<file path="src/rtl/core/cai_pkg.sv">
`default_nettype none

package cai_pkg;

  // Table geometry.
  localparam int TABLE_DEPTH = 32;
  localparam int IDX_W       = $clog2(TABLE_DEPTH);

  // Field widths.
  localparam int ENTRY_INDEX_W = 5;
  localparam int RAW_W         = 12;
  localparam int INTERVAL_W    = 18;
  localparam int ANGLE_W       = 19;
  localparam int STATUS_W      = 2;

  // Arithmetic widths.
  localparam int DIFF_W    = RAW_W + 1;
  localparam int PROD_W    = INTERVAL_W + 1 + DIFF_W;
  localparam int DIVD_W    = INTERVAL_W + RAW_W;
  localparam int DIV_CNT_W = $clog2(DIVD_W);
  localparam int BASE_W    = INTERVAL_W + IDX_W;
  localparam int SUM_W     = DIVD_W + 2;
  localparam int PLAIN_W   = RAW_W + 6;

  localparam logic [INTERVAL_W-1:0] INTERVAL_RESET  = INTERVAL_W'(5120);
  localparam logic [5:0]            COUNTS_TO_ANGLE = 6'd45;

  localparam logic signed [SUM_W-1:0] SAT_HI = SUM_W'(2 ** (ANGLE_W - 1) - 1);
  localparam logic signed [SUM_W-1:0] SAT_LO = SUM_W'(-(2 ** (ANGLE_W - 1)));

  // Operation codes.
  localparam logic OP_LOAD  = 1'b0;
  localparam logic OP_QUERY = 1'b1;

  // Result status codes.
  localparam logic [STATUS_W-1:0] STATUS_INTERP   = 2'd0;
  localparam logic [STATUS_W-1:0] STATUS_NO_ABOVE = 2'd1;
  localparam logic [STATUS_W-1:0] STATUS_BAD_SPAN = 2'd2;
  localparam logic [STATUS_W-1:0] STATUS_LOAD     = 2'd3;

  // Microprogram steps.
  typedef enum logic [3:0] {
    S_IDLE,
    S_DISPATCH,
    S_LOAD,
    S_SCAN,
    S_PRIME,
    S_TEST,
    S_ADV,
    S_MISS,
    S_FOUND,
    S_MUL,
    S_DIV,
    S_SUM,
    S_BADSPAN
  } step_e;

  // Datapath actions.
  typedef enum logic [3:0] {
    A_NOP,
    A_LATCH,
    A_LOAD,
    A_RD_FIRST,
    A_CAPTURE,
    A_ADVANCE,
    A_EMIT_MISS,
    A_PREP,
    A_MUL,
    A_DIV,
    A_EMIT_INTERP,
    A_EMIT_BAD
  } act_e;

  // Jump conditions.
  typedef enum logic [2:0] {
    C_NEXT,
    C_ALWAYS,
    C_NO_START,
    C_QUERY,
    C_GT,
    C_NOT_LAST,
    C_SPAN_BAD,
    C_DIV_BUSY
  } cond_e;

  typedef struct packed {
    act_e  act;
    cond_e cond;
    step_e target;
  } uword_t;

  typedef struct packed {
    logic is_query;
    logic gt;
    logic not_last;
    logic span_bad;
    logic div_busy;
  } dp_flags_t;

  // The control store. A taken condition jumps to target, otherwise the
  // sequencer falls through to the next step.
  function automatic uword_t ucode_rom(step_e step);
    uword_t w;
    case (step)
      S_IDLE:     w = '{act: A_LATCH,       cond: C_NO_START, target: S_IDLE};
      S_DISPATCH: w = '{act: A_NOP,         cond: C_QUERY,    target: S_SCAN};
      S_LOAD:     w = '{act: A_LOAD,        cond: C_ALWAYS,   target: S_IDLE};
      S_SCAN:     w = '{act: A_RD_FIRST,    cond: C_NEXT,     target: S_IDLE};
      S_PRIME:    w = '{act: A_CAPTURE,     cond: C_ALWAYS,   target: S_ADV};
      S_TEST:     w = '{act: A_CAPTURE,     cond: C_GT,       target: S_FOUND};
      S_ADV:      w = '{act: A_ADVANCE,     cond: C_NOT_LAST, target: S_TEST};
      S_MISS:     w = '{act: A_EMIT_MISS,   cond: C_ALWAYS,   target: S_IDLE};
      S_FOUND:    w = '{act: A_PREP,        cond: C_SPAN_BAD, target: S_BADSPAN};
      S_MUL:      w = '{act: A_MUL,         cond: C_NEXT,     target: S_IDLE};
      S_DIV:      w = '{act: A_DIV,         cond: C_DIV_BUSY, target: S_DIV};
      S_SUM:      w = '{act: A_EMIT_INTERP, cond: C_ALWAYS,   target: S_IDLE};
      S_BADSPAN:  w = '{act: A_EMIT_BAD,    cond: C_ALWAYS,   target: S_IDLE};
      default:    w = '{act: A_NOP,         cond: C_ALWAYS,   target: S_IDLE};
    endcase
    return w;
  endfunction

endpackage

`default_nettype wire

</file>
<file path="src/rtl/core/calibrated_angle_interpolator.sv">
`default_nettype none

// Calibrated angle interpolator. An item is taken when start_i is high and
// busy_o is low; busy_o then stays high until the item is finished. Every item
// gives exactly one result beat: done_o is high for a single cycle with
// angle_o and status_o valid in that cycle, and the receiver cannot stall it,
// so it must capture the beat when it appears. A load (op_i = 0) writes
// raw_count_i into calibration entry entry_index_i (indexes past the table
// are ignored) and reports status 3 with angle 0 after the dispatch and load
// steps. A query (op_i = 1) walks the table from entry 1 upward through the
// single read port of the calibration RAM, then runs a bit-serial divider
// that settles one quotient bit per cycle. A query with no entry above the
// raw count ends after the last entry is tested, and a zero or negative
// span ends right after the scan. The angle is in 1/512-degree units and
// is saturated to the 19-bit signed range.
// sample_interval is written with cfg_we_i/cfg_wdata_i and should only be
// changed while busy_o is low. All table entries read as zero after reset.
//
// Internally a small microprogram in a read-only control store sequences
// the datapath: each step selects one datapath action and an optional
// conditional jump on start_i or a datapath flag (query, entry above raw, last entry,
// bad span, divider still running).

module calibrated_angle_interpolator import cai_pkg::*; (
  input  wire logic                      clk_i,
  input  wire logic                      rst_ni,
  input  wire logic                      start_i,
  output      logic                      busy_o,
  input  wire logic                      op_i,
  input  wire logic [ENTRY_INDEX_W-1:0]  entry_index_i,
  input  wire logic [RAW_W-1:0]          raw_count_i,
  input  wire logic                      cfg_we_i,
  input  wire logic [INTERVAL_W-1:0]     cfg_wdata_i,
  output      logic                      done_o,
  output      logic signed [ANGLE_W-1:0] angle_o,
  output      logic [STATUS_W-1:0]       status_o
);

  // Action for the current step and the flags that steer the jumps.
  act_e      act;
  dp_flags_t flags;

  cai_seq u_seq (
    .clk_i   (clk_i),
    .rst_ni  (rst_ni),
    .start_i (start_i),
    .flags_i (flags),
    .act_o   (act),
    .busy_o  (busy_o)
  );

  // The datapath holds the calibration RAM, the sample_interval register,
  // the scan registers, the divider and the result registers.
  cai_dp u_dp (
    .clk_i         (clk_i),
    .rst_ni        (rst_ni),
    .act_i         (act),
    .op_i          (op_i),
    .entry_index_i (entry_index_i),
    .raw_count_i   (raw_count_i),
    .cfg_we_i      (cfg_we_i),
    .cfg_wdata_i   (cfg_wdata_i),
    .flags_o       (flags),
    .done_o        (done_o),
    .angle_o       (angle_o),
    .status_o      (status_o)
  );

endmodule

`default_nettype wire

</file>
<file path="src/rtl/core/cai_ram.sv">
`default_nettype none

module cai_ram #(
  parameter int WIDTH = 12,
  parameter int DEPTH = 32
) (
  input  wire logic                     clk_i,
  input  wire logic                     we_i,
  input  wire logic [$clog2(DEPTH)-1:0] waddr_i,
  input  wire logic [WIDTH-1:0]         wdata_i,
  input  wire logic [$clog2(DEPTH)-1:0] raddr_i,
  output      logic [WIDTH-1:0]         rdata_o
);

  logic [WIDTH-1:0] mem [DEPTH];
  logic [WIDTH-1:0] rdata_q;

  always_ff @(posedge clk_i) begin
    if (we_i) begin
      mem[waddr_i] <= wdata_i;
    end
    rdata_q <= mem[raddr_i];
  end

  assign rdata_o = rdata_q;

endmodule

`default_nettype wire

</file>
<file path="src/rtl/core/cai_seq.sv">
`default_nettype none

module cai_seq import cai_pkg::*; (
  input  wire logic      clk_i,
  input  wire logic      rst_ni,
  input  wire logic      start_i,
  input  wire dp_flags_t flags_i,
  output      act_e      act_o,
  output      logic      busy_o
);

  step_e  upc_q, upc_d;
  uword_t uw;
  logic   take;

  always_ff @(posedge clk_i or negedge rst_ni) begin
    if (!rst_ni) begin
      upc_q <= S_IDLE;
    end else begin
      upc_q <= upc_d;
    end
  end

  always_comb begin
    uw = ucode_rom(upc_q);
    case (uw.cond)
      C_NEXT:     take = 1'b0;
      C_ALWAYS:   take = 1'b1;
      C_NO_START: take = !start_i;
      C_QUERY:    take = flags_i.is_query;
      C_GT:       take = flags_i.gt;
      C_NOT_LAST: take = flags_i.not_last;
      C_SPAN_BAD: take = flags_i.span_bad;
      C_DIV_BUSY: take = flags_i.div_busy;
      default:    take = 1'b1;
    endcase
    upc_d = take ? uw.target : step_e'(upc_q + 4'd1);
    // Inputs are only captured on the beat that is actually accepted.
    act_o = (uw.act == A_LATCH && !start_i) ? A_NOP : uw.act;
  end

  assign busy_o = (upc_q != S_IDLE);

endmodule

`default_nettype wire

</file>
<file path="src/rtl/core/cai_dp.sv">
`default_nettype none

module cai_dp import cai_pkg::*; (
  input  wire logic                       clk_i,
  input  wire logic                       rst_ni,
  input  wire act_e                       act_i,
  input  wire logic                       op_i,
  input  wire logic [ENTRY_INDEX_W-1:0]   entry_index_i,
  input  wire logic [RAW_W-1:0]           raw_count_i,
  input  wire logic                       cfg_we_i,
  input  wire logic [INTERVAL_W-1:0]      cfg_wdata_i,
  output      dp_flags_t                  flags_o,
  output      logic                       done_o,
  output      logic signed [ANGLE_W-1:0]  angle_o,
  output      logic [STATUS_W-1:0]        status_o
);

  // Control state.
  logic [INTERVAL_W-1:0]  interval_q;
  logic [TABLE_DEPTH-1:0] valid_q;
  logic                   done_q;

  // Working registers.
  logic                     op_q;
  logic [ENTRY_INDEX_W-1:0] idx_q;
  logic [RAW_W-1:0]         raw_q;
  logic                     rvalid_q;
  logic [IDX_W-1:0]         i_q;
  logic [RAW_W-1:0]         hi_q, lo_q, span_q;
  logic signed [DIFF_W-1:0] diff_q;
  logic [BASE_W-1:0]        base_q;
  logic                     neg_q;
  logic [RAW_W-1:0]         rem_q;
  logic [DIVD_W-1:0]        quo_q;
  logic [DIV_CNT_W-1:0]     cnt_q;
  logic signed [ANGLE_W-1:0] angle_q;
  logic [STATUS_W-1:0]      status_q;

  logic                     in_range;
  logic                     ram_we;
  logic [IDX_W-1:0]         waddr, raddr;
  logic [RAW_W-1:0]         rdata, entry;
  logic signed [PROD_W-1:0] prod;
  logic [PROD_W-1:0]        mag;
  logic [RAW_W:0]           shifted;
  logic [RAW_W+1:0]         trial;
  logic                     qbit;
  logic signed [SUM_W-1:0]  quo_ext, frac, sum;
  logic [PLAIN_W-1:0]       plain;
  logic                     emit;

  assign in_range = (32'(idx_q) < TABLE_DEPTH);
  assign ram_we   = (act_i == A_LOAD) && in_range;
  assign waddr    = IDX_W'(idx_q);

  always_comb begin
    case (act_i)
      A_RD_FIRST: raddr = '0;
      A_ADVANCE:  raddr = flags_o.not_last ? IDX_W'(i_q + 1'b1) : i_q;
      default:    raddr = i_q;
    endcase
  end

  cai_ram #(
    .WIDTH (RAW_W),
    .DEPTH (TABLE_DEPTH)
  ) u_ram (
    .clk_i   (clk_i),
    .we_i    (ram_we),
    .waddr_i (waddr),
    .wdata_i (raw_q),
    .raddr_i (raddr),
    .rdata_o (rdata)
  );

  // Entries never loaded since reset read as zero.
  assign entry = rvalid_q ? rdata : '0;

  assign flags_o.is_query = (op_q == OP_QUERY);
  assign flags_o.gt       = (entry > raw_q);
  assign flags_o.not_last = (i_q != IDX_W'(TABLE_DEPTH - 1));
  assign flags_o.span_bad = (hi_q <= lo_q);
  assign flags_o.div_busy = (cnt_q != DIV_CNT_W'(DIVD_W - 1));

  always_comb begin
    prod    = PROD_W'($signed({1'b0, interval_q})) * PROD_W'(diff_q);
    mag     = prod[PROD_W-1] ? PROD_W'(-prod) : PROD_W'(prod);
    shifted = {rem_q, quo_q[DIVD_W-1]};
    trial   = {1'b0, shifted} - {2'b00, span_q};
    qbit    = !trial[RAW_W+1];
    quo_ext = $signed({{(SUM_W - DIVD_W){1'b0}}, quo_q});
    frac    = neg_q ? -quo_ext : quo_ext;
    sum     = $signed({{(SUM_W - BASE_W){1'b0}}, base_q}) + frac;
    plain   = PLAIN_W'(raw_q) * PLAIN_W'(COUNTS_TO_ANGLE);
    emit    = (act_i == A_LOAD) || (act_i == A_EMIT_MISS) ||
              (act_i == A_EMIT_INTERP) || (act_i == A_EMIT_BAD);
  end

  always_ff @(posedge clk_i or negedge rst_ni) begin
    if (!rst_ni) begin
      interval_q <= INTERVAL_RESET;
      valid_q    <= '0;
      done_q     <= 1'b0;
    end else begin
      if (cfg_we_i) begin
        interval_q <= cfg_wdata_i;
      end
      if (ram_we) begin
        valid_q[waddr] <= 1'b1;
      end
      done_q <= emit;
    end
  end

  always_ff @(posedge clk_i) begin
    rvalid_q <= valid_q[raddr];
    case (act_i)
      A_LATCH: begin
        op_q  <= op_i;
        idx_q <= entry_index_i;
        raw_q <= raw_count_i;
      end
      A_LOAD: begin
        angle_q  <= '0;
        status_q <= STATUS_LOAD;
      end
      A_RD_FIRST: begin
        i_q <= '0;
      end
      A_CAPTURE: begin
        hi_q <= entry;
      end
      A_ADVANCE: begin
        lo_q <= hi_q;
        i_q  <= IDX_W'(i_q + 1'b1);
      end
      A_EMIT_MISS: begin
        angle_q  <= ANGLE_W'(plain);
        status_q <= STATUS_NO_ABOVE;
      end
      A_PREP: begin
        diff_q <= $signed({1'b0, raw_q}) - $signed({1'b0, lo_q});
        base_q <= BASE_W'(interval_q) * BASE_W'(IDX_W'(i_q - 1'b1));
        span_q <= hi_q - lo_q;
      end
      A_MUL: begin
        neg_q <= prod[PROD_W-1];
        quo_q <= mag[DIVD_W-1:0];
        rem_q <= '0;
        cnt_q <= '0;
      end
      A_DIV: begin
        rem_q <= qbit ? trial[RAW_W-1:0] : shifted[RAW_W-1:0];
        quo_q <= {quo_q[DIVD_W-2:0], qbit};
        cnt_q <= DIV_CNT_W'(cnt_q + 1'b1);
      end
      A_EMIT_INTERP: begin
        if (sum > SAT_HI) begin
          angle_q <= ANGLE_W'(SAT_HI);
        end else if (sum < SAT_LO) begin
          angle_q <= ANGLE_W'(SAT_LO);
        end else begin
          angle_q <= sum[ANGLE_W-1:0];
        end
        status_q <= STATUS_INTERP;
      end
      A_EMIT_BAD: begin
        angle_q  <= ANGLE_W'(plain);
        status_q <= STATUS_BAD_SPAN;
      end
      default: begin
      end
    endcase
  end

  assign done_o   = done_q;
  assign angle_o  = angle_q;
  assign status_o = status_q;

endmodule

`default_nettype wire

</file>
<file path="config.mk">
export PLATFORM = sky130hd
export DESIGN_NAME = calibrated_angle_interpolator
export DESIGN_NICKNAME = d
export VERILOG_FILES = /design/src/rtl/core/cai_pkg.sv /design/src/rtl/core/calibrated_angle_interpolator.sv /design/src/rtl/core/cai_ram.sv /design/src/rtl/core/cai_seq.sv /design/src/rtl/core/cai_dp.sv
export SDC_FILE = /design/constraint.sdc
export NUM_CORES = 2
export LEC_CHECK = 0
export BUFFER_PORTS_ARGS = -buffer_cell sky130_fd_sc_hd__buf_2
export CAP_MARGIN = 20
export CORE_MARGIN = 10
export CORE_UTILIZATION = 30
export CTS_CLUSTER_SIZE = 20
export DETAILED_ROUTE_END_ITERATION = 6
export GPL_TIMING_DRIVEN = 0
export HOLD_SLACK_MARGIN = 0.08
export PLACE_DENSITY_LB_ADDON = 0.08
export SYNTH_ARGS = -nofsm -noshare
export SYNTH_HDL_FRONTEND = slang
export SYNTH_SLANG_ARGS = --single-unit
</file>
<file path="constraint.sdc">
create_clock -name clk_i -period 15.4 [get_ports clk_i]
set_clock_uncertainty 0.15 [all_clocks]
set_input_delay 2.31 -clock clk_i [delete_from_list [all_inputs] [get_ports clk_i]]
set_output_delay 2.31 -clock clk_i [all_outputs]
set_load 0.1 [all_outputs]
</file>
# Word level (Yosys, flattened, before mapping)
# Memories as Yosys holds them, arrays and structs flattened. A register that Yosys moved wholly into a read port is not among the register bits.
# Cells that the tools add are included.
# op_classes
add_sub_neg	10
mul	3
magnitude_cmp	7
eq_ne	21
muxes	23
n_bitwise	1
reduce_logical	14
# op_table
op	n
one-hot mux 30 bit (2 select lines)	1
one-hot mux 19 bit (3 select lines)	1
2-to-1 mux 19 bit	2
adder 24 x 32 -> 32 bit	1
greater-than comparator 32 x 19 -> 1 bit, second input constant	1
less-than comparator 32 x 19 -> 1 bit, second input constant	1
multiplier 19 x 13 -> 32 bit	1
2-to-1 mux 32 bit	1
negator 30 -> 32 bit	1
bitwise OR 32 bit	1
2-to-1 mux 30 bit	1
negator 30 bit	1
one-hot mux 5 bit (2 select lines)	3
2-to-1 mux 12 bit	2
one-hot mux 12 bit (2 select lines)	1
multiplier 18 x 5 -> 23 bit	1
multiplier 12 x 6 -> 18 bit, second input constant	1
== test 4 x 3 -> 1 bit, second input constant	4
== test 4 bit, second input constant	4
subtractor 13 x 12 -> 14 bit	1
subtractor 12 x 12 -> 13 bit	1
== test 3 bit, second input constant	4
greater-than comparator 12 bit	1
less-or-equal comparator 12 bit	1
other kinds (26)	42
# totals
reg_bits	220
mem_bits_rw	384
romBits	176
in_bits	40
out_inout_bits	23
word_cells	101
n_memories	2
# mem_list
name	words	word_bits	rd	rd_ports_with_merged_regs	write_ports	line	rtl
u_dp.u_ram.mem	32	12	1	1	1	cai_ram.sv:15	logic [WIDTH-1:0] mem [DEPTH];
(no name shown)	16	11	1	0	0	cai_pkg.sv:104	case (step)

# Depth between registers and ports, before layout
# An unclocked memory read counts as a cell.
# logic_depth
depth_word	8
ltp_mapped	26
depth_no_buf	23

# Hierarchy
# A second synthesis with hierarchy kept.
# unflattened
hier_cells	3540
area_unflattened_um2	41006.8
# by_module_without_submodules
module	instances	cells_per_inst	area_per_inst_um2	seq_area_each_um2
cai_dp	1	2605	24941.4	6223.5
cai_ram	1	868	15468.6	11771.3
cai_seq	1	67	596.8	100.1

# Least setup slack after synthesis
# No wires, ideal clock.
# synth_path
path_type	register -> register
from	register u_dp.interval_q[3]
to	register u_dp.quo_q[26] (data pin)
setup_ps	260
t_arrival_ps	6862
required_time_ps	14990
slack_ps	8129
path_stages_with_launch	22
n_path_buf	3
period_less_slack_ps	7271
path_cell_list	dfrtp_1 -> clkbuf_1 -> clkbuf_1 -> and2_1 -> fa_1 -> inv_1 -> fa_1 -> inv_1 -> fa_1 -> fa_1 -> fa_1 -> fa_1 -> ha_1 -> clkbuf_1 -> a21o_1 -> o311ai_0 -> nand2_1 -> or4_1 -> nor4_1 -> a41oi_1 -> xnor2_1 -> mux2_2
# synth_via
elab_chain_len	4
# synth_lines
element	line	rtl
start: declaration	cai_dp.sv:19	logic [INTERVAL_W-1:0] interval_q;
start signal: assignment	cai_dp.sv:106	interval_q <= cfg_wdata_i;
multiplier 19 x 13 -> 32 bit *	cai_dp.sv:86	prod = PROD_W'($signed({1'b0, interval_q})) * PROD_W'(diff_q);
negator 30 bit	cai_dp.sv:87	mag = prod[PROD_W-1] ? PROD_W'(-prod) : PROD_W'(prod);
2-to-1 mux 30 bit *	cai_dp.sv:87	
one-hot mux 30 bit (2 select lines) *	cai_dp.sv:117	case (act_i)
end signal: assignment	cai_dp.sv:148	quo_q <= mag[DIVD_W-1:0];
end signal: assignment	cai_dp.sv:154	quo_q <= {quo_q[DIVD_W-2:0], qbit};
end: declaration	cai_dp.sv:34	logic [DIVD_W-1:0] quo_q;
# Mark *: on every way between the ends. The rest lies on a longest branch, timed or not.
# A chain may end at the register's enable or synchronous reset.

# Worst setup path after layout
# layout_path
from	register u_dp.interval_q[12]
to	register u_dp.quo_q[19] (data pin)
# The elaborated chain is that of the path after synthesis.

==> flow_summary.ini <==
[run_status]
run_status = finished, final reports clean

[synth]
synthMostInstantiatedCell = nand2_1
synth_async_sr_flop_share_pct = 8.93
synth_common_cells = nand2_1 (571), edfxtp_1 (548), inv_1 (344), ha_1 (255), fa_1 (246)
synth_top_family_by_area = adder cells
synth.lib_cells_used.distinct = 82
number_of_synthesized_flops_with_an_enable_pin = 548
synth.ff_latch_count = 616
synth.net_count = 4255
ys_seq_area_share_pct = 44.9
ys_warn_count = 0
yosys_most_used_dff = edfxtp_1
postSynthCellCount = 3714
netlist_area_um2 = 40300
ys_top_cells_by_area = edfxtp_1 (41%), fa_1 (12%), ha_1 (7.9%), nand2_1 (5.3%), dfrtp_1 (3.3%)
post_synth_xor_area_fraction_pct = 3.34
synthAdderAreaFrac_pct = 20.1
yosys-mux-area-fraction_pct = 2.34
yosys.area_share.simple_pct = 16.0
synth.avg_cell_area_um2 = 10.8
synth_compound_area_share_pct = 8.38
synth_top_cell_by_area = edfxtp_1
netlist.area_leader.share_pct = 40.8

[die]
core.rowCount = 134
die_area_um2 = 149000
initial_core_util_pct = 30.2
die_h_um = 386
die_span_x_um = 386
core-area_um2 = 133000
ioPinCount = 63

[setup_path]
worstPathBufferInverterCount = 5
timing.critical_path.cells = clkbuf_1, clkbuf_1, nand2_1, fa_1, fa_1, inv_1, fa_1, fa_1, fa_1, ha_1, ha_1, clkbuf_1, nand4_1, or3_1, o22ai_1, o211ai_1, a31oi_1, mux2i_1, nand4_1, clkbuf_1, nor2_1, xnor2_1, a21oi_1
critical_path.top_delay_family = adder cells
endpoint_kind = flop
crit_path_top_delay_cell = clkbuf_1
timing.setup.critical_path_class = flop to flop
worst_setup_path_start_kind = flop
critPathArrivalTime_ns = 9.36
critical_path_required_ns = 15.63
path_common_cell = fa_1
cp_max_fo = 10
cp_slowest_stage_delay_ns = 0.65

[timing]
fmaxAchievable_mhz = 110
grt_setup_unrepaired = false
timing.setup.tns_ns = 0
timing_max_transition_violations_final = 0
tightest_slew_ns = 1.07
finalCriticalPeriod_ns = 9.13
hold_viol_final = 0
period_share_pct = 59.3
setup_violations = 0
slew_headroom_pct = 27.9

[layout]
layout.nets = 4454
layout_cells_sized_above_1_pct = 8.38
syn2layout_area_growth_pct = 14.8

[placed_design]
gp_congestion = 0.835
detailed_place_hpwl_um = 100000
port_buffers = 61

[clock_tree]
insertion_delay_ns = 0.67
clkSinkCount = 616
postCtsSetupBuffers = 0
cts-htree-levels = 3
cts.path.max_buffers = 3
clock_tree_from_tritoncts = built
root_buffer = clkbuf_16
holdBufCountCts = 0
path_clk_slew_ns = 0.06
gates_resized_cts_repair = 0
numCtsBuffers = 77

[detailed_routing]
wl_per_cell_um = 22.4
via_per_inst = 4.86
drtIter0Drc = 1536
ant_nets = 0
detailroute.via_count = 27900
routed_wl_um = 129000
drt_first_pass_iters = 5
drc = 0

[global_routing]
grt_first_pass_wirelength_um = 194000
grt_start_max_net_pins = 46
globalRouteOverflowTotal = 0
grt_antenna_before_repair = 5
grt_pass1_vias = 29100
globalRouteTotalUtil_pct = 17.0

[worst_hold_path]
min_path_type = flop to flop

[run]
max-cap-violations = 0
-- area by class of cell --
cell class                 count  area (um^2)
tap                         1768         2210
multi-input combinational   2578        20300
timing repair buffer         120         1340
clock buffer                  99         2030
clock inverter                39          332
fill                       13500        87200
buffer                       176          678
sequential                   616        18100
inverter                     344         1290
antenna                        2         5.00
-- metal layers --
metal	up-vias	global-route usage, %	part of all wire, %
li1	13300	-	-
met1	13900	22.0	44
met2	481	29.6	50
met3	159	2.09	3.2
met4	2	4.58	2.8
met5	-	0	0.010
-- worst paths after layout --
| kind | from | end | slack, ns | cells past startpoint |
|---|---|---|---|---|
| max | u_dp.interval_q[12]$_DFFE_PN1P_ | u_dp.quo_q[19]$_DFFE_PP_ | 6.27 | 23 |
| min | u_dp.hi_q[0]$_DFFE_PN_ | u_dp.lo_q[0]$_DFFE_PN_ | 0.30 | 0 |
| max reg2reg | u_dp.interval_q[12]$_DFFE_PN1P_ | u_dp.quo_q[19]$_DFFE_PP_ | 6.27 | 23 |
| min reg2reg | u_dp.hi_q[0]$_DFFE_PN_ | u_dp.lo_q[0]$_DFFE_PN_ | 0.30 | 0 |
| max in group asynchronous | rst_ni | u_dp.interval_q[10]$_DFFE_PN1P_ | 13.04 | 2 |
| min in group asynchronous | rst_ni | u_dp.valid_q[29]$_DFFE_PN0P_ | 1.38 | 1 |
-- state kept, by name, summed over array words and instances (netlist names) --
name                flops
u_dp.angle_o           19
u_dp.base_q            23
u_dp.cnt_q              5
u_dp.diff_q            13
u_dp.done_o             1
u_dp.hi_q              12
u_dp.i_q                5
u_dp.idx_q              5
u_dp.interval_q        18
u_dp.lo_q              12
u_dp.neg_q              1
u_dp.op_q               1
u_dp.quo_q             30
u_dp.raw_q             12
u_dp.rem_q             12
u_dp.rvalid_q           1
u_dp.span_q            12
u_dp.status_o           2
u_dp.u_ram.mem        384
u_dp.u_ram.rdata_o     12
u_dp.valid_q           32
u_seq.upc_q             4
-- cells by family (layout without fill, tap and decap cells) --
logic type	Yosys count	count (layout)
and+or+nand+nor	1353	1353
DFF	616	616
buffers and inverters	520	778
adders and majority gates	501	501
AOI/OAI and AO/OA	484	484
xor gates and xnor gates	153	153
muxes	87	87
other	0	2
-- metrics by stage --
step                worst slack [ns]  area, um^2  utilization (%)  cells  hold slack (ns)
floorplan                       8.13       40300                -   3714            0.276
global placement                6.14       42800             32.1   5543            0.291
detailed placement              6.17       43800             32.9   5599            0.292
CTS                             6.13       46200             34.6   5737            0.304
global route                    5.68       46200             34.6   5740            0.314
finish                          6.27       46200             34.6   5742            0.302
-- placed cells by master, fill, tap and decap left out, types with 26 or more instances in the layout --
cell / instances
clkbuf_16: 77
o21ai_0: 72
buf_2: 62
nor2b_1: 69
ha_1: 255
mux2_2: 26
a32oi_1: 52
xor2_1: 45
clkbuf_1: 175
fa_1: 246
nand4_1: 80
nor2_1: 164
nand3_1: 154
a21oi_1: 121
mux2i_1: 58
inv_1: 344
and2_1: 130
xnor2_1: 107
edfxtp_1: 548
nor3_1: 35
or2_2: 45
nand2_1: 571
dfrtp_1: 53
a21o_1: 46
Power is not shown: default switching activity piles up to over one toggle a cycle in this logic, so the estimate is an artifact.
